$ cat config.mk
export PLATFORM = sky130hd
export DESIGN_NAME = date_string_parse_validate
export DESIGN_NICKNAME = d
export VERILOG_FILES = /design/src/rtl/dspv_pkg.sv /design/src/rtl/dspv_fifo.sv /design/src/rtl/dspv_front.sv /design/src/rtl/dspv_back.sv /design/src/rtl/date_string_parse_validate.sv
export SDC_FILE = /design/constraint.sdc
export NUM_CORES = 1
export LEC_CHECK = 0
export BUFFER_PORTS_ARGS = -buffer_cell sky130_fd_sc_hd__buf_2
export CORE_MARGIN = 2
export CORE_UTILIZATION = 50
export DETAILED_ROUTE_END_ITERATION = 10
export HOLD_SLACK_MARGIN = 0.1
export PLACE_DENSITY = 0.68
export SLEW_MARGIN = 15
export SYNTH_ARGS = -nofsm -noshare
export SYNTH_HDL_FRONTEND = slang
export SYNTH_HIERARCHICAL = 1
export SYNTH_SLANG_ARGS = --single-unit
export TNS_END_PERCENT = 30
$ cat constraint.sdc
create_clock -name i_clk -period 19 [get_ports i_clk]
set_clock_uncertainty 0.1 [all_clocks]
set_input_delay 3.8 -clock i_clk [delete_from_list [all_inputs] [get_ports i_clk]]
set_output_delay 3.8 -clock i_clk [all_outputs]
set_load 0.05 [all_outputs]
$ cat src/rtl/dspv_pkg.sv
`timescale 1ns / 1ps

package dspv_pkg;

    // default field accumulator width and queue depth
    localparam int FIELD_WIDTH_DEF = 16;
    localparam int QUEUE_DEPTH_DEF = 2;

    // width of the result value ports
    localparam int OUT_WIDTH = 16;

    // width of a residue modulo 25
    localparam int MOD_BITS = 5;
    localparam int MOD_BASE = 25;

    // characters
    localparam logic [7:0] CHAR_NUL  = 8'h00;
    localparam logic [7:0] CHAR_DOT  = 8'h2E;
    localparam logic [7:0] CHAR_ZERO = 8'h30;
    localparam logic [7:0] CHAR_NINE = 8'h39;

    // field being read
    localparam logic [1:0] FIELD_DAY   = 2'd0;
    localparam logic [1:0] FIELD_MONTH = 2'd1;
    localparam logic [1:0] FIELD_YEAR  = 2'd2;

    // months
    localparam logic [3:0] MON_JAN = 4'd1;
    localparam logic [3:0] MON_FEB = 4'd2;
    localparam logic [3:0] MON_MAR = 4'd3;
    localparam logic [3:0] MON_APR = 4'd4;
    localparam logic [3:0] MON_MAY = 4'd5;
    localparam logic [3:0] MON_JUN = 4'd6;
    localparam logic [3:0] MON_JUL = 4'd7;
    localparam logic [3:0] MON_AUG = 4'd8;
    localparam logic [3:0] MON_SEP = 4'd9;
    localparam logic [3:0] MON_OCT = 4'd10;
    localparam logic [3:0] MON_NOV = 4'd11;
    localparam logic [3:0] MON_DEC = 4'd12;

    // month lengths
    localparam logic [4:0] LEN_LONG  = 5'd31;
    localparam logic [4:0] LEN_SHORT = 5'd30;
    localparam logic [4:0] LEN_LEAP  = 5'd29;
    localparam logic [4:0] LEN_FEB   = 5'd28;
    localparam logic [4:0] LEN_NONE  = 5'd0;

    // residue modulo 25 of a value up to 249, quotient by reciprocal 41/1024
    function automatic logic [MOD_BITS-1:0] mod25(input logic [7:0] t);
        logic [13:0] p;
        logic [3:0]  q;
        p = 14'(t) * 14'd41;
        q = p[13:10];
        return MOD_BITS'(t - 8'(q) * 8'd25);
    endfunction

endpackage

$ cat src/rtl/dspv_fifo.sv
`timescale 1ns / 1ps

module dspv_fifo #(
    parameter int WIDTH = 54,
    parameter int DEPTH = 2
) (
    input  logic             i_clk,
    input  logic             i_rst_n,
    input  logic             i_wr,
    input  logic [WIDTH-1:0] i_data,
    output logic             o_full,
    input  logic             i_rd,
    output logic [WIDTH-1:0] o_data,
    output logic             o_empty
);
    localparam int PW = (DEPTH > 1) ? $clog2(DEPTH) : 1;
    localparam int CW = $clog2(DEPTH + 1);

    logic [WIDTH-1:0] r_mem [DEPTH];
    logic [PW-1:0]    r_wptr, n_wptr;
    logic [PW-1:0]    r_rptr, n_rptr;
    logic [CW-1:0]    r_count, n_count;
    logic             wr_en, rd_en;

    assign o_full  = (r_count == CW'(DEPTH));
    assign o_empty = (r_count == '0);
    assign wr_en   = i_wr && !o_full;
    assign rd_en   = i_rd && !o_empty;
    assign o_data  = r_mem[r_rptr];

    // pointer and count update
    always_comb begin
        n_wptr  = r_wptr;
        n_rptr  = r_rptr;
        n_count = r_count;
        if (wr_en) begin
            n_wptr = (r_wptr == PW'(DEPTH - 1)) ? '0 : r_wptr + 1'b1;
        end
        if (rd_en) begin
            n_rptr = (r_rptr == PW'(DEPTH - 1)) ? '0 : r_rptr + 1'b1;
        end
        if (wr_en && !rd_en) begin
            n_count = r_count + 1'b1;
        end else if (rd_en && !wr_en) begin
            n_count = r_count - 1'b1;
        end
    end

    always_ff @(posedge i_clk) begin
        if (!i_rst_n) begin
            r_wptr  <= '0;
            r_rptr  <= '0;
            r_count <= '0;
        end else begin
            r_wptr  <= n_wptr;
            r_rptr  <= n_rptr;
            r_count <= n_count;
        end
    end

    // storage
    always_ff @(posedge i_clk) begin
        if (wr_en) begin
            r_mem[r_wptr] <= i_data;
        end
    end

endmodule

$ cat src/rtl/dspv_front.sv
`timescale 1ns / 1ps

module dspv_front #(
    parameter int FIELD_WIDTH = 16
) (
    input  logic                   i_clk,
    input  logic                   i_rst_n,
    input  logic                   i_accept,
    input  logic [7:0]             i_char_in,
    output logic                   o_rec_push,
    output logic [FIELD_WIDTH-1:0] o_rec_day,
    output logic [FIELD_WIDTH-1:0] o_rec_month,
    output logic [FIELD_WIDTH-1:0] o_rec_year,
    output logic [dspv_pkg::MOD_BITS-1:0] o_rec_ymod,
    output logic                   o_rec_check
);
    import dspv_pkg::*;

    localparam int FW = FIELD_WIDTH;
    localparam logic [FW-1:0] FIELD_MAX = {FW{1'b1}};
    localparam logic [MOD_BITS-1:0] MAX_MOD =
        MOD_BITS'(((64'(1) << FW) - 64'(1)) % MOD_BASE);

    logic [1:0]          r_idx, n_idx;
    logic [FW-1:0]       r_accum, n_accum;
    logic [MOD_BITS-1:0] r_mod, n_mod;
    logic                r_frozen, n_frozen;
    logic [FW-1:0]       r_day, n_day;
    logic [FW-1:0]       r_month, n_month;

    logic                is_digit, is_delim;
    logic [3:0]          digit;
    logic [FW+3:0]       grown;
    logic                sat;
    logic [7:0]          mod_sum;

    // character classes and next accumulator value
    assign is_digit = (i_char_in >= CHAR_ZERO) && (i_char_in <= CHAR_NINE);
    assign is_delim = (i_char_in == CHAR_DOT) || (i_char_in == CHAR_NUL);
    assign digit    = i_char_in[3:0];
    assign grown    = ({4'b0, r_accum} << 3) + ({4'b0, r_accum} << 1) + (FW+4)'(digit);
    assign sat      = (grown[FW+3:FW] != 4'd0);
    assign mod_sum  = 8'(r_mod) * 8'd10 + 8'(digit);

    // parser state transitions and record emission
    always_comb begin
        n_idx       = r_idx;
        n_accum     = r_accum;
        n_mod       = r_mod;
        n_frozen    = r_frozen;
        n_day       = r_day;
        n_month     = r_month;
        o_rec_push  = 1'b0;
        o_rec_day   = r_accum;
        o_rec_month = '0;
        o_rec_year  = '0;
        o_rec_ymod  = r_mod;
        o_rec_check = 1'b0;
        if (r_idx == FIELD_MONTH) begin
            o_rec_day   = r_day;
            o_rec_month = r_accum;
        end else if (r_idx != FIELD_DAY) begin
            o_rec_day   = r_day;
            o_rec_month = r_month;
            o_rec_year  = r_accum;
            o_rec_check = 1'b1;
        end
        if (i_accept) begin
            if (is_digit) begin
                if (!r_frozen) begin
                    n_accum = sat ? FIELD_MAX : grown[FW-1:0];
                    n_mod   = sat ? MAX_MOD : mod25(mod_sum);
                end
            end else if (!is_delim) begin
                n_frozen = 1'b1;
            end else if (r_idx == FIELD_DAY && i_char_in == CHAR_DOT) begin
                n_day    = r_accum;
                n_idx    = FIELD_MONTH;
                n_accum  = '0;
                n_mod    = '0;
                n_frozen = 1'b0;
            end else if (r_idx == FIELD_MONTH && i_char_in == CHAR_DOT) begin
                n_month  = r_accum;
                n_idx    = FIELD_YEAR;
                n_accum  = '0;
                n_mod    = '0;
                n_frozen = 1'b0;
            end else begin
                o_rec_push = 1'b1;
                n_idx      = FIELD_DAY;
                n_accum    = '0;
                n_mod      = '0;
                n_frozen   = 1'b0;
                n_day      = '0;
                n_month    = '0;
            end
        end
    end

    always_ff @(posedge i_clk) begin
        if (!i_rst_n) begin
            r_idx    <= FIELD_DAY;
            r_accum  <= '0;
            r_mod    <= '0;
            r_frozen <= 1'b0;
            r_day    <= '0;
            r_month  <= '0;
        end else begin
            r_idx    <= n_idx;
            r_accum  <= n_accum;
            r_mod    <= n_mod;
            r_frozen <= n_frozen;
            r_day    <= n_day;
            r_month  <= n_month;
        end
    end

endmodule

$ cat src/rtl/dspv_back.sv
`timescale 1ns / 1ps

module dspv_back #(
    parameter int FIELD_WIDTH = 16
) (
    input  logic                   i_clk,
    input  logic                   i_rst_n,
    input  logic                   i_rec_empty,
    output logic                   o_rec_pop,
    input  logic [FIELD_WIDTH-1:0] i_rec_day,
    input  logic [FIELD_WIDTH-1:0] i_rec_month,
    input  logic [FIELD_WIDTH-1:0] i_rec_year,
    input  logic [dspv_pkg::MOD_BITS-1:0] i_rec_ymod,
    input  logic                   i_rec_check,
    input  logic                   i_pop,
    output logic                   o_empty,
    output logic [dspv_pkg::OUT_WIDTH-1:0] o_day_out,
    output logic [dspv_pkg::OUT_WIDTH-1:0] o_month_out,
    output logic [dspv_pkg::OUT_WIDTH-1:0] o_year_out,
    output logic                   o_date_ok
);
    import dspv_pkg::*;

    localparam int FW = FIELD_WIDTH;

    logic           r_valid;
    logic [OUT_WIDTH-1:0] r_day, r_month, r_year;
    logic           r_ok;

    logic           div4, div16, div25, leap;
    logic           month_small;
    logic [4:0]     mlen;
    logic           ok;

    // output register frees up when empty or being taken
    assign o_rec_pop = !i_rec_empty && (!r_valid || i_pop);

    // gregorian leap rule, using divisibility by 100 = by 4 and by 25
    assign div4  = (i_rec_year[1:0] == 2'd0);
    assign div16 = (i_rec_year[3:0] == 4'd0);
    assign div25 = (i_rec_ymod == '0);
    assign leap  = div4 && (!div25 || div16);

    // month length
    assign month_small = ((i_rec_month >> 4) == '0);
    always_comb begin
        case (i_rec_month[3:0]) inside
            MON_JAN, MON_MAR, MON_MAY, MON_JUL, MON_AUG, MON_OCT, MON_DEC:
                mlen = LEN_LONG;
            MON_APR, MON_JUN, MON_SEP, MON_NOV:
                mlen = LEN_SHORT;
            MON_FEB:
                mlen = leap ? LEN_LEAP : LEN_FEB;
            default:
                mlen = LEN_NONE;
        endcase
        if (!month_small) begin
            mlen = LEN_NONE;
        end
    end

    assign ok = i_rec_check && (i_rec_day != '0) && (i_rec_day <= FW'(mlen))
                && (i_rec_year != '0);

    // result register control
    always_ff @(posedge i_clk) begin
        if (!i_rst_n) begin
            r_valid <= 1'b0;
        end else if (o_rec_pop) begin
            r_valid <= 1'b1;
        end else if (i_pop) begin
            r_valid <= 1'b0;
        end
    end

    // result payload
    always_ff @(posedge i_clk) begin
        if (o_rec_pop) begin
            r_day   <= OUT_WIDTH'(i_rec_day);
            r_month <= OUT_WIDTH'(i_rec_month);
            r_year  <= OUT_WIDTH'(i_rec_year);
            r_ok    <= ok;
        end
    end

    assign o_empty     = !r_valid;
    assign o_day_out   = r_day;
    assign o_month_out = r_month;
    assign o_year_out  = r_year;
    assign o_date_ok   = r_ok;

endmodule

$ cat src/rtl/date_string_parse_validate.sv
`timescale 1ns / 1ps

// date string parser and gregorian validator
// input queue side: one character per transaction on i_char_in, taken when
// i_push is high and o_full is low; a '.' or NUL closes a field and the
// third closed field (or a NUL earlier) makes one result
// result queue side: day, month, year and o_date_ok stand on the ports
// while o_empty is low and are taken when i_pop is high
// throughput: one character every cycle while o_full is low; the digit
// accumulator (times ten, add, saturate) and its running residue modulo 25
// are combinational and registered with each character taken; the parser
// writes the record into the queue at the edge that takes its closing
// character, and the validator's output register takes it from the queue when that register is empty or being popped
// the parser and the validator are split by a short record queue, so a
// stalled receiver first fills the output register, then the queue, and
// only then raises o_full; nothing is dropped
// reset: synchronous, active low; the parser restarts at the day field and
// both queues come up empty, with no clearing pass
module date_string_parse_validate #(
    parameter int FIELD_WIDTH = dspv_pkg::FIELD_WIDTH_DEF,
    parameter int QUEUE_DEPTH = dspv_pkg::QUEUE_DEPTH_DEF
) (
    input  logic                           i_clk,
    input  logic                           i_rst_n,
    input  logic                           i_push,
    output logic                           o_full,
    input  logic [7:0]                     i_char_in,
    input  logic                           i_pop,
    output logic                           o_empty,
    output logic [dspv_pkg::OUT_WIDTH-1:0] o_day_out,
    output logic [dspv_pkg::OUT_WIDTH-1:0] o_month_out,
    output logic [dspv_pkg::OUT_WIDTH-1:0] o_year_out,
    output logic                           o_date_ok
);
    import dspv_pkg::*;

    localparam int FW = FIELD_WIDTH;
    localparam int RW = 3 * FW + MOD_BITS + 1;

    logic                accept;
    logic                f_push;
    logic [FW-1:0]       f_day, f_month, f_year;
    logic [MOD_BITS-1:0] f_ymod;
    logic                f_check;
    logic [RW-1:0]       q_wdata, q_rdata;
    logic                q_full, q_empty, q_pop;

    assign o_full = q_full;
    assign accept = i_push && !q_full;

    // parser front end
    dspv_front #(.FIELD_WIDTH(FW)) u_front (
        .i_clk       (i_clk),
        .i_rst_n     (i_rst_n),
        .i_accept    (accept),
        .i_char_in   (i_char_in),
        .o_rec_push  (f_push),
        .o_rec_day   (f_day),
        .o_rec_month (f_month),
        .o_rec_year  (f_year),
        .o_rec_ymod  (f_ymod),
        .o_rec_check (f_check)
    );

    // record queue between parser and validator
    assign q_wdata = {f_day, f_month, f_year, f_ymod, f_check};

    dspv_fifo #(.WIDTH(RW), .DEPTH(QUEUE_DEPTH)) u_queue (
        .i_clk   (i_clk),
        .i_rst_n (i_rst_n),
        .i_wr    (f_push),
        .i_data  (q_wdata),
        .o_full  (q_full),
        .i_rd    (q_pop),
        .o_data  (q_rdata),
        .o_empty (q_empty)
    );

    // validator back end
    dspv_back #(.FIELD_WIDTH(FW)) u_back (
        .i_clk       (i_clk),
        .i_rst_n     (i_rst_n),
        .i_rec_empty (q_empty),
        .o_rec_pop   (q_pop),
        .i_rec_day   (q_rdata[RW-1 -: FW]),
        .i_rec_month (q_rdata[RW-FW-1 -: FW]),
        .i_rec_year  (q_rdata[RW-2*FW-1 -: FW]),
        .i_rec_ymod  (q_rdata[MOD_BITS:1]),
        .i_rec_check (q_rdata[0]),
        .i_pop       (i_pop),
        .o_empty     (o_empty),
        .o_day_out   (o_day_out),
        .o_month_out (o_month_out),
        .o_year_out  (o_year_out),
        .o_date_ok   (o_date_ok)
    );

endmodule
After elaboration in Yosys (flattened, before gate mapping):

Memory sizes are Yosys's and may differ from the RTL's. A register that Yosys moved wholly into a read port is not among the register bits.
Cells that the tools add are included.

* flip-flop bits (word level): 110
* RAM bits: 108
* input port bits: 12
* output and inout port bits: 51
* logic and storage cells: 133
* memories kept: 1

Memory list
* u_queue.r_mem: words 2, bits a word 54, rd ports 1, clocked after memory_dff 1, wr ports 1, RTL line dspv_fifo.sv:19 `logic [WIDTH-1:0] r_mem [DEPTH];`

* add/sub/neg operators: 8
* multipliers: 3
* order comparisons: 3
* equality and inequality tests: 17
* muxes and demuxes: 42
* bitwise operators: 2
* reductions and logical operators: 43

Operators with widths (number)
* 2-to-1 mux 16 bit: 13
* 2-to-1 mux 5 bit: 8
* nonzero test 16 bit: 2
* adder 19 x 17 -> 20 bit: 1
* adder 20 x 4 -> 20 bit: 1
* == test 4 bit (second input constant): 5
* 2-to-1 mux 1 bit: 17
* == test 4 x 3 -> 1 bit (second input constant): 4
* less-or-equal comparator 16 x 5 -> 1 bit: 1
* logical NOT 16 bit: 1
* multiplier 8 x 6 -> 14 bit (second input constant): 1
* logical AND 1 bit: 13
* adder 8 x 4 -> 8 bit: 1
* == test 4 x 2 -> 1 bit (second input constant): 2
* == test 8 x 6 -> 1 bit (second input constant): 1
* >= comparator 8 x 6 -> 1 bit (second input constant): 1
* less-or-equal comparator 8 x 6 -> 1 bit (second input constant): 1
* logical NOT 8 bit: 1
* 2-to-1 mux 2 bit: 4
* AND reduction 4 bit: 2
* nonzero test 2 bit: 4
* multiplier 5 x 3 -> 7 bit (second input constant): 1
* OR reduction 7 bit: 1
* logical NOT 1 bit: 6
* 19 further kinds: 26

Longest topological paths before layout:

Gate-level depths: netlist (run 1).

* depth in word-level cells: 12
* mapped depth: 24
* mapped depth without buffers: 24

Modules after synthesis:

The synthesis (run 1) kept the hierarchy.

Modules (own cells, without submodules)
* dspv_front: instances 1, cells each 522, area an instance 4479.3 um^2, seq. area each 1121.1 um^2
* dspv_fifo: instances 1, cells each 193, area an instance 4127.7 um^2, seq. area each 3343.2 um^2
* dspv_back: instances 1, cells each 101, area an instance 1816.7 um^2, seq. area each 1491.4 um^2
* date_string_parse_validate: instances 1, cells each 1, area an instance 13.8 um^2, seq. area each 0.0 um^2

Least setup slack after synthesis (run 1):

OpenSTA, ideal clock, no wires.

* path type: input-to-reg
* start: input i_char_in[1]
* end: register u_front.r_mod[4], in the netlist u_front/o_rec_ymod[4]
* library setup time: 0.117 ns
* arrival: 8.878 ns
* data required time: 18.783 ns
* slack: 9.904 ns
* stages on the path: 20
* buffers on the path: 0
* path through: ha_1 fa_1 xor2_1 ha_1 fa_1 ha_1 ha_1 and4_1 a2111oi_0 o21bai_1 xor2_1 ha_1 fa_1 fa_1 nor2b_1 nor3b_1 xnor2_1 xnor2_1 xnor2_1 a32o_1

* word-level cells in the longest chain between the ends: 7
* elaborated cells on any way between the ends: 18
* those cells by class: 3 x add/sub; 2 x mul; 2 x order compare; 2 x eq/ne; 3 x mux; 6 x reduce/logical

RTL lines
* start: declaration: RTL line date_string_parse_validate.sv:27 `input logic [7:0] i_char_in,`
* adder 8 x 4 -> 8 bit: RTL line dspv_front.sv:43 `assign mod_sum = 8'(r_mod) * 8'd10 + 8'(digit);`
* multiplier 8 x 6 -> 14 bit: RTL line dspv_pkg.sv:52 `p = 14'(t) * 14'd41;`
* multiplier 4 x 5 -> 5 bit: RTL line dspv_pkg.sv:54 `return MOD_BITS'(t - 8'(q) * 8'd25);`
* subtractor 5 bit: RTL line dspv_pkg.sv:54
* 2-to-1 mux 5 bit: RTL line dspv_front.sv:72 `n_mod = sat ? MAX_MOD : mod25(mod_sum);`
* 2-to-1 mux 5 bit: RTL line dspv_front.sv:70 `if (!r_frozen) begin`
* 2-to-1 mux 5 bit: RTL line dspv_front.sv:69 `if (is_digit) begin`
* end signal: assignment: RTL line dspv_front.sv:111 `r_mod <= n_mod;`
* end: declaration: RTL line dspv_front.sv:26 `logic [MOD_BITS-1:0] r_mod, n_mod;`

Several ways; a longest one is shown, not always the timed one. The select of a mux whose other input is x is not followed.
A chain may end at the register's enable or synchronous reset.

Worst setup path in the final report (run 1):

Same ends and word-level chain as after synthesis.

==> load_flow_metrics.sql, run 1 <==
INSERT INTO impl_metrics (metric_group, metric, value, unit) VALUES
('global_route', 'use_met3', '2.76', '%'),
('sta', 'layout_setup_ws', '9.88', 'ns'),
('detailed_routing', 'detail_route.first_pass.iterations', '5', ''),
('power_and_ir_drop', 'static-leakage-power', '4.57', 'nW'),
('cells_and_area', 'antenna_cells', '0', ''),
('critical_path', 'critical_path.reg2reg.endpoint', 'u_front/o_rec_ymod[4]', ''),
('detailed_routing', 'initialDrtViolationCount', '427', ''),
('placed_design', 'gp_congestion', '0.850', ''),
('critical_path', 'crit_path_max_incr_delay', '0.46', 'ns'),
('critical_path', 'setup.worst_path.class', 'primary input to flop', ''),
('job', 'cap_viol_max_count', '0', ''),
('sta', 'max_slew_violations', '0', ''),
('floorplanning', 'die_h', '148', 'um'),
('floorplanning', 'starting_density_of_the_core', '51.3', '%'),
('cts', 'clock_sinks', '219', ''),
('cells_and_area', 'mostFrequentLayoutCells', '157 x edfxtp_1, 78 x ha_1, 70 x mux2_2', ''),
('cells_and_area', 'final_common_cell', 'edfxtp_1', ''),
('critical_path', 'r2r_cells', '22', ''),
('cells_and_area', 'drive_above_1_share', '21.1', '%'),
('placed_design', 'dp.cells', '1127', ''),
('global_route', 'global_route.usage.met2', '33.1', '%'),
('global_route', 'grt_overflow', '0', ''),
('sta', 'fin_setup_tns', '0', 'ns'),
('status', 'run_status', 'finished clean', ''),
('detailed_routing', 'num_vias', '6497', ''),
('synthesis', 'ys.flop_type', 'edfxtp_1', ''),
('cts', 'cts_resized', '0', ''),
('sta', 'layout_worst_path_cycle_share', '48.0', '%'),
('placed_design', 'dpl.hpwl', '14000', 'um'),
('sta', 'fmax', '0.110', 'GHz'),
('synthesis', 'yosysSeqAreaShare', '57.1', '%'),
('cts', 'post_cts_setup_buffers', '0', ''),
('critical_path', 'startpoint_of_the_lowest_slack_register_to_register_path', 'u_front/o_rec_ymod[1]', ''),
('critical_path', 'critPathSlowestCell', 'fa_1', ''),
('critical_path', 'critPathMaxFanout', '5', ''),
('floorplanning', 'std_cell_rows', '52', ''),
('min_path', 'timing.hold.worst.start', 'u_front/r_day[1]', ''),
('detailed_routing', 'antenna_violating_nets_post_route', '0', ''),
('floorplanning', 'boundaryPins', '63', ''),
('critical_path', 'critPathRequiredTime', '19.28', 'ns'),
('min_path', 'worst_hold_stages', '2', ''),
('cells_and_area', 'area.growth.synth_to_final', '12.8', '%'),
('cells_and_area', 'stdcell_area', '0.0118', 'mm2'),
('sta', 'grt_setup_unrepaired', 'no', ''),
('sta', 'relSlewSlack', '31.6', '%'),
('synthesis', 'synth.lib_cells_used.distinct', '62', ''),
('floorplanning', 'core-area', '0.0204', 'mm2'),
('global_route', 'use_met1', '25.1', '%'),
('global_route', 'grt_max_degree', '56', ''),
('cts', 'numCtsBuffers', '22', ''),
('critical_path', 'worstSetupStartpointType', 'primary input', ''),
('cts', 'ctsRootBufferMaster', 'clkbuf_16', ''),
('sta', 'setup_viol_count_final', '0', ''),
('global_route', 'first_global_vias', '6435', ''),
('cells_and_area', 'post_layout_nonfiller_instances', '1167', ''),
('power_and_ir_drop', 'power.density', '81.5', 'mW/mm2'),
('critical_path', 'cp_data_arrival_time', '9.41', 'ns'),
('floorplanning', 'fp.dieArea', '0.0220', 'mm2'),
('cts', 'hold_fix_buffer_count_after_cts', '0', ''),
('placed_design', 'dp_worst_setup_slack', '9.32', 'ns'),
('synthesis', 'netlist.area_leader.share', '45.2', '%'),
('detailed_routing', 'drt-vias-per-instance', '5.57', ''),
('placed_design', 'port_bufs', '62', ''),
('min_path', 'timing.hold.worst.class', 'flop to flop', ''),
('sta', 'worst_pin_slew', '1.02', 'ns'),
('synthesis', 'count_of_flip_flops_with_a_built_in_enable_after_synthesis', '157', ''),
('critical_path', 'timing.critical_path.cells', 'buf_2, ha_1, fa_1, xor2_1, ha_1, fa_1, ha_1, ha_1, and4_1, a2111oi_0, o21bai_1, xor2_1, ha_1, fa_1, fa_1, nor2b_1, nor3b_1, xnor2_1, xnor2_1, xnor2_1, a32o_1', ''),
('min_path', 'hold_end', 'u_front/r_day[1]', ''),
('synthesis', 'synth_area_per_cell', '12.8', 'um2'),
('power_and_ir_drop', 'max-vdd-ir-drop', '48.0', 'uV'),
('cts', 'tritoncts', 'yes', '');
layout make-up:
type | count | area [um2]
clock buffers | 36 | 724
clock inverters | 4 | 22.5
fillers | 1632 | 8590
inverters | 17 | 63.8
multi-input cells | 551 | 4290
flip-flops and latches | 219 | 5960
well taps | 270 | 338
repair buffers | 70 | 370
critical path, delay by kind of cell:
kind	cells	cell delay, ns
adder cells (fa/ha/maj)	9	3.12
XOR/XNOR	5	1.09
AO/OA/AOI/OAI	3	0.85
AND/OR/NAND/NOR	3	0.41
buffers and inverters	1	0.13
through the flow:
step	total power, mW	hold slack, ns
floorplan	0.533	0.329
global placement	0.540	0.339
detailed placement	0.540	0.346
CTS	0.966	0.355
global route	0.988	0.369
finish	0.959	0.356
sequential cells by signal (all words and copies together), names as in the netlist, named ones only:
| name | flops |
|---|---|
| u_queue/r_rptr | 1 |
| u_front/r_idx | 2 |
| u_back/o_day_out | 16 |
| u_front/r_accum | 16 |
| u_back/o_year_out | 16 |
| u_back/o_month_out | 16 |
| u_front/r_frozen | 1 |
| u_front/r_day | 16 |
| u_queue/r_count | 2 |
| u_back/o_date_ok | 1 |
| u_front/o_rec_ymod | 5 |
| u_back/r_valid | 1 |
| u_queue/r_wptr | 1 |
| u_queue/r_mem | 108 |
| u_front/r_month | 16 |
worst max path at each step:
| stage | from | end | slack, ns |
|---|---|---|---|
| floorplan | i_char_in[1] | u_front/o_rec_ymod[4] | 9.90 |
| global placement | i_char_in[1] | u_front/o_rec_ymod[4] | 9.44 |
| detailed placement | i_char_in[1] | u_front/o_rec_ymod[4] | 9.32 |
| CTS | i_char_in[1] | u_front/o_rec_ymod[4] | 9.83 |
| global route | i_char_in[1] | u_front/o_rec_ymod[4] | 9.38 |
| finish | i_char_in[1] | u_front/o_rec_ymod[4] | 9.88 |
power by group:
part           internal (mW)  total [mW]  leakage [nW]  switching [mW]
logic                0.00892      0.0225          2.25          0.0136
clock network          0.261       0.429         0.372           0.168
registers              0.507       0.507          1.95        0.000873
total                  0.776       0.959          4.57           0.182
cell usage after synthesis, types with 2 or more instances:
cell         n
nand4_1      3
buf_4        6
edfxtp_1   157
a22o_1      14
and2_1      23
xnor2_1     24
a32o_1       3
nand3_1     16
a21o_1      11
nor4_1      14
nor2_1      33
nor2b_1      8
a21boi_0     3
o21a_1       6
o21ai_0     48
or2_2        2
nand2_1     66
mux2i_1      2
mux2_2      70
a22oi_1     13
a21oi_1     39
o2111ai_1    2
a311oi_1     2
o21bai_1     2
fa_1         7
ha_1        78
o21ai_1      2
nand2b_1     2
clkbuf_1    20
buf_2        2
inv_1       16
nor3b_1      3
dfxtp_1     62
and4_1       2
and3_1       5
a211oi_1     5
xor2_1      15
nor3_1       5
a31oi_1      3
routing by layer:
metal | share of wire [%] | vias up
li1 | - | 3197
met5 | 0 | -
met2 | 49 | 128
met4 | 2.5 | 0
met3 | 4.2 | 34
met1 | 45 | 3138
logic make-up after synthesis:
group,share of synthesized area (%)
flops,57.1
simple gates,9.16
compound gates,10.1
fa+ha+maj,10.7
mux,7.74
buf+inv,1.94
xor+xnor,3.27
(Power assumes the default switching activity.)
==> inputs of run 2 (changes only) <==
- PLACE_DENSITY: 0.68 -> 0.7
- clock period: 19 -> 8.2 ns (I/O delays scaled with it)
==> run 2 against run 1 <==
Worst hold slack lost 0.0040 ns. Count of clock-buffer cells in the layout shrank 6. Final area shrank 0.89%. Largest cell class unchanged. Critical path type unchanged. Non-clock buffer count is the same. Setup slack lost 8.7 ns. Critical path depth is the same. Routed wire length shrank 2.3%. Core utilization shrank 0.52 points. Largest power group unchanged.
==> load_flow_metrics.sql, run 2 (synthesized netlist as in run 1, its figures left out) <==
INSERT INTO impl_metrics (metric_group, metric, value, unit) VALUES
('status', 'run_status', 'finished clean', ''),
('sta', 'fin_setup_tns', '0', 'ns'),
('critical_path', 'critPathRequiredTime', '8.48', 'ns'),
('global_route', 'grt_max_degree', '56', ''),
('cells_and_area', 'mostFrequentLayoutCells', '157 x edfxtp_1, 78 x ha_1, 70 x mux2_2', ''),
('power_and_ir_drop', 'total_power_of_the_final_layout', '2.13', 'mW'),
('global_route', 'grt_overflow', '0', ''),
('cts', 'cts.reportedPaths.clkPinSlew', '0.06', 'ns'),
('global_route', 'antenna_found_initial', '0', ''),
('sta', 'worst_pin_slew', '1.10', 'ns'),
('floorplanning', 'die-width', '148', 'um'),
('global_route', 'grt_first_pass_wirelength', '32900', 'um'),
('critical_path', 'startpoint_of_the_lowest_slack_register_to_register_path', 'u_front/o_rec_ymod[1]', ''),
('power_and_ir_drop', 'max-vdd-ir-drop', '132', 'uV'),
('cts', 'hold_fix_buffer_count_after_cts', '0', ''),
('floorplanning', 'boundaryPins', '63', ''),
('detailed_routing', 'routedWlPerCell', '17.4', 'um'),
('cells_and_area', 'n_fill_cell', '1637', ''),
('job', 'cap_viol_max_count', '0', ''),
('cts', 'ctsRootBufferMaster', 'clkbuf_16', ''),
('detailed_routing', 'wirelength', '20200', 'um'),
('critical_path', 'setup.worst_path.class', 'primary input to flop', ''),
('floorplanning', 'core-area', '0.0204', 'mm2'),
('detailed_routing', 'drt-vias-per-instance', '5.60', ''),
('power_and_ir_drop', 'p_sw', '0.421', 'mW'),
('critical_path', 'worstSetupStartpointType', 'primary input', ''),
('cts', 'tritoncts', 'yes', ''),
('cts', 'numCtsBuffers', '21', ''),
('critical_path', 'critical_path.reg2reg.endpoint', 'u_front/o_rec_ymod[4]', ''),
('detailed_routing', 'drc_errors', '0', ''),
('critical_path', 'r2r_cells', '22', ''),
('floorplanning', 'starting_density_of_the_core', '51.3', '%'),
('critical_path', 'critPathMaxFanout', '5', ''),
('power_and_ir_drop', 'static-leakage-power', '4.51', 'nW'),
('cts', 'max-clock-path-buffers', '3', ''),
('min_path', 'timing.hold.worst.class', 'flop to flop', ''),
('cells_and_area', 'area.growth.synth_to_final', '11.8', '%'),
('cts', 'clk_latency_worst_skew_pair', '0.49', 'ns'),
('sta', 'grt_setup_unrepaired', 'no', ''),
('cells_and_area', 'largest_reg_flops', '108', ''),
('sta', 'max_slew_violations', '0', ''),
('floorplanning', 'std_cell_rows', '52', ''),
('placed_design', 'port_bufs', '62', ''),
('cts', 'post_cts_setup_buffers', '0', ''),
('cells_and_area', 'top_register', 'u_queue/r_mem', ''),
('floorplanning', 'die_h', '148', 'um'),
('cts', 'clock_sinks', '219', ''),
('critical_path', 'timing.reg2reg.setup_slack', '1.70', 'ns'),
('power_and_ir_drop', 'internal_power', '1.71', 'mW'),
('sta', 'setup_viol_count_final', '0', ''),
('critical_path', 'cp_data_arrival_time', '7.31', 'ns'),
('sta', 'relSlewSlack', '26.3', '%'),
('cts', 'cts.htree.levels', '1', ''),
('sta', 'post-route-min-period', '7.03', 'ns'),
('detailed_routing', 'initialDrtViolationCount', '420', ''),
('detailed_routing', 'detail_route.first_pass.iterations', '4', ''),
('floorplanning', 'fp.dieArea', '0.0220', 'mm2'),
('detailed_routing', 'num_vias', '6526', ''),
('power_and_ir_drop', 'clockPowerShare', '42.4', '%'),
('power_and_ir_drop', 'p_sw_share', '19.7', '%'),
('cells_and_area', 'num-nets-final', '977', ''),
('critical_path', 'setup.worst_path.end', 'u_front/o_rec_ymod[4]', ''),
('sta', 'layout_setup_ws', '1.17', 'ns'),
('cells_and_area', 'post_layout_nonfiller_instances', '1165', ''),
('detailed_routing', 'antenna_violating_nets_post_route', '0', ''),
('placed_design', 'gp_congestion', '0.815', ''),
('cells_and_area', 'antenna_cells', '0', ''),
('sta', 'fmax', '0.142', 'GHz'),
('global_route', 'first_global_vias', '6364', ''),
('power_and_ir_drop', 'pwr-share-seq', '55.1', '%'),
('cts', 'cts_resized', '0', ''),
('power_and_ir_drop', 'share_comb_of_total_power', '2.5', '%'),
('placed_design', 'dpl.hpwl', '13800', 'um'),
('cells_and_area', 'final_common_cell', 'edfxtp_1', ''),
('critical_path', 'crit_path_end_kind', 'flop', ''),
('global_route', 'groute.usage.overall', '18.7', '%'),
('sta', 'layout_worst_path_cycle_share', '85.7', '%'),
('sta', 'finalHoldViolCount', '0', ''),
('power_and_ir_drop', 'power.density', '183', 'mW/mm2'),
('placed_design', 'dp.cells', '1127', ''),
('cells_and_area', 'drive_above_1_share', '20.3', '%'),
('placed_design', 'dp_worst_setup_slack', '0.608', 'ns'),
('critical_path', 'cp-startpoint', 'i_char_in[1]', '');
run 2: critical path, cell delays in order:
cell,delay [ns]
buf_2,0.13
ha_1,0.23
fa_1,0.42
xor2_1,0.35
ha_1,0.32
fa_1,0.46
ha_1,0.30
ha_1,0.28
and4_1,0.19
a2111oi_0,0.39
o21bai_1,0.21
xor2_1,0.35
ha_1,0.25
fa_1,0.46
fa_1,0.45
nor2b_1,0.14
nor3b_1,0.07
xnor2_1,0.18
xnor2_1,0.15
xnor2_1,0.09
a32o_1,0.25
run 2: metrics by stage:
step | utilization (%) | instance area [um2] | hold slack (ns)
final | 57.3 | 11700 | 0.352
after global routing | 57.3 | 11700 | 0.364
after CTS | 57.3 | 11700 | 0.349
after detailed placement | 54.1 | 11000 | 0.345
after global placement | 54.1 | 11000 | 0.337
after floorplan | - | 10400 | 0.329
run 2: metal layers:
metal  vias up  GRT usage [%]  share of wire [%]
met4         0           6.29                2.6
met3        40           2.09                3.5
li1       3186              -                  -
met5         -              0                  0
met1      3160           24.2                 45
met2       140           32.8                 49
run 2: final cells by class:
class / count / area (um2) / share of cell area [%]
Tap cell: 270 / 338 / 2.90
Multi-Input combinational cell: 551 / 4290 / 36.8
Timing Repair Buffer: 70 / 370 / 3.17
Inverter: 17 / 63.8 / 0.547
Clock buffer: 30 / 569 / 4.88
Clock inverter: 8 / 72.6 / 0.622
Sequential cell: 219 / 5960 / 51.1
run 2: worst min-delay path by stage:
stage | depth (start not counted) | from | to | slack (ns)
finish | 2 | u_front/r_month[8] | u_front/r_month[8] | 0.35
global route | 2 | u_front/r_month[10] | u_front/r_month[10] | 0.36
CTS | 2 | u_front/r_day[1] | u_front/r_day[1] | 0.35
detailed placement | 2 | u_front/r_day[0] | u_front/r_day[0] | 0.34
global placement | 2 | u_front/r_day[1] | u_front/r_day[1] | 0.34
floorplan | 2 | u_front/r_day[1] | u_front/r_day[1] | 0.33
run 2: power groups by stage:
stage                     logic, mW  clock network [mW]  registers [mW]
after global routing         0.0604               0.968            1.17
after floorplan              0.0349                   0            1.20
after CTS                    0.0530               0.923            1.18
final                        0.0524               0.905            1.18
after detailed placement     0.0530                   0            1.20
after global placement       0.0515                   0            1.20
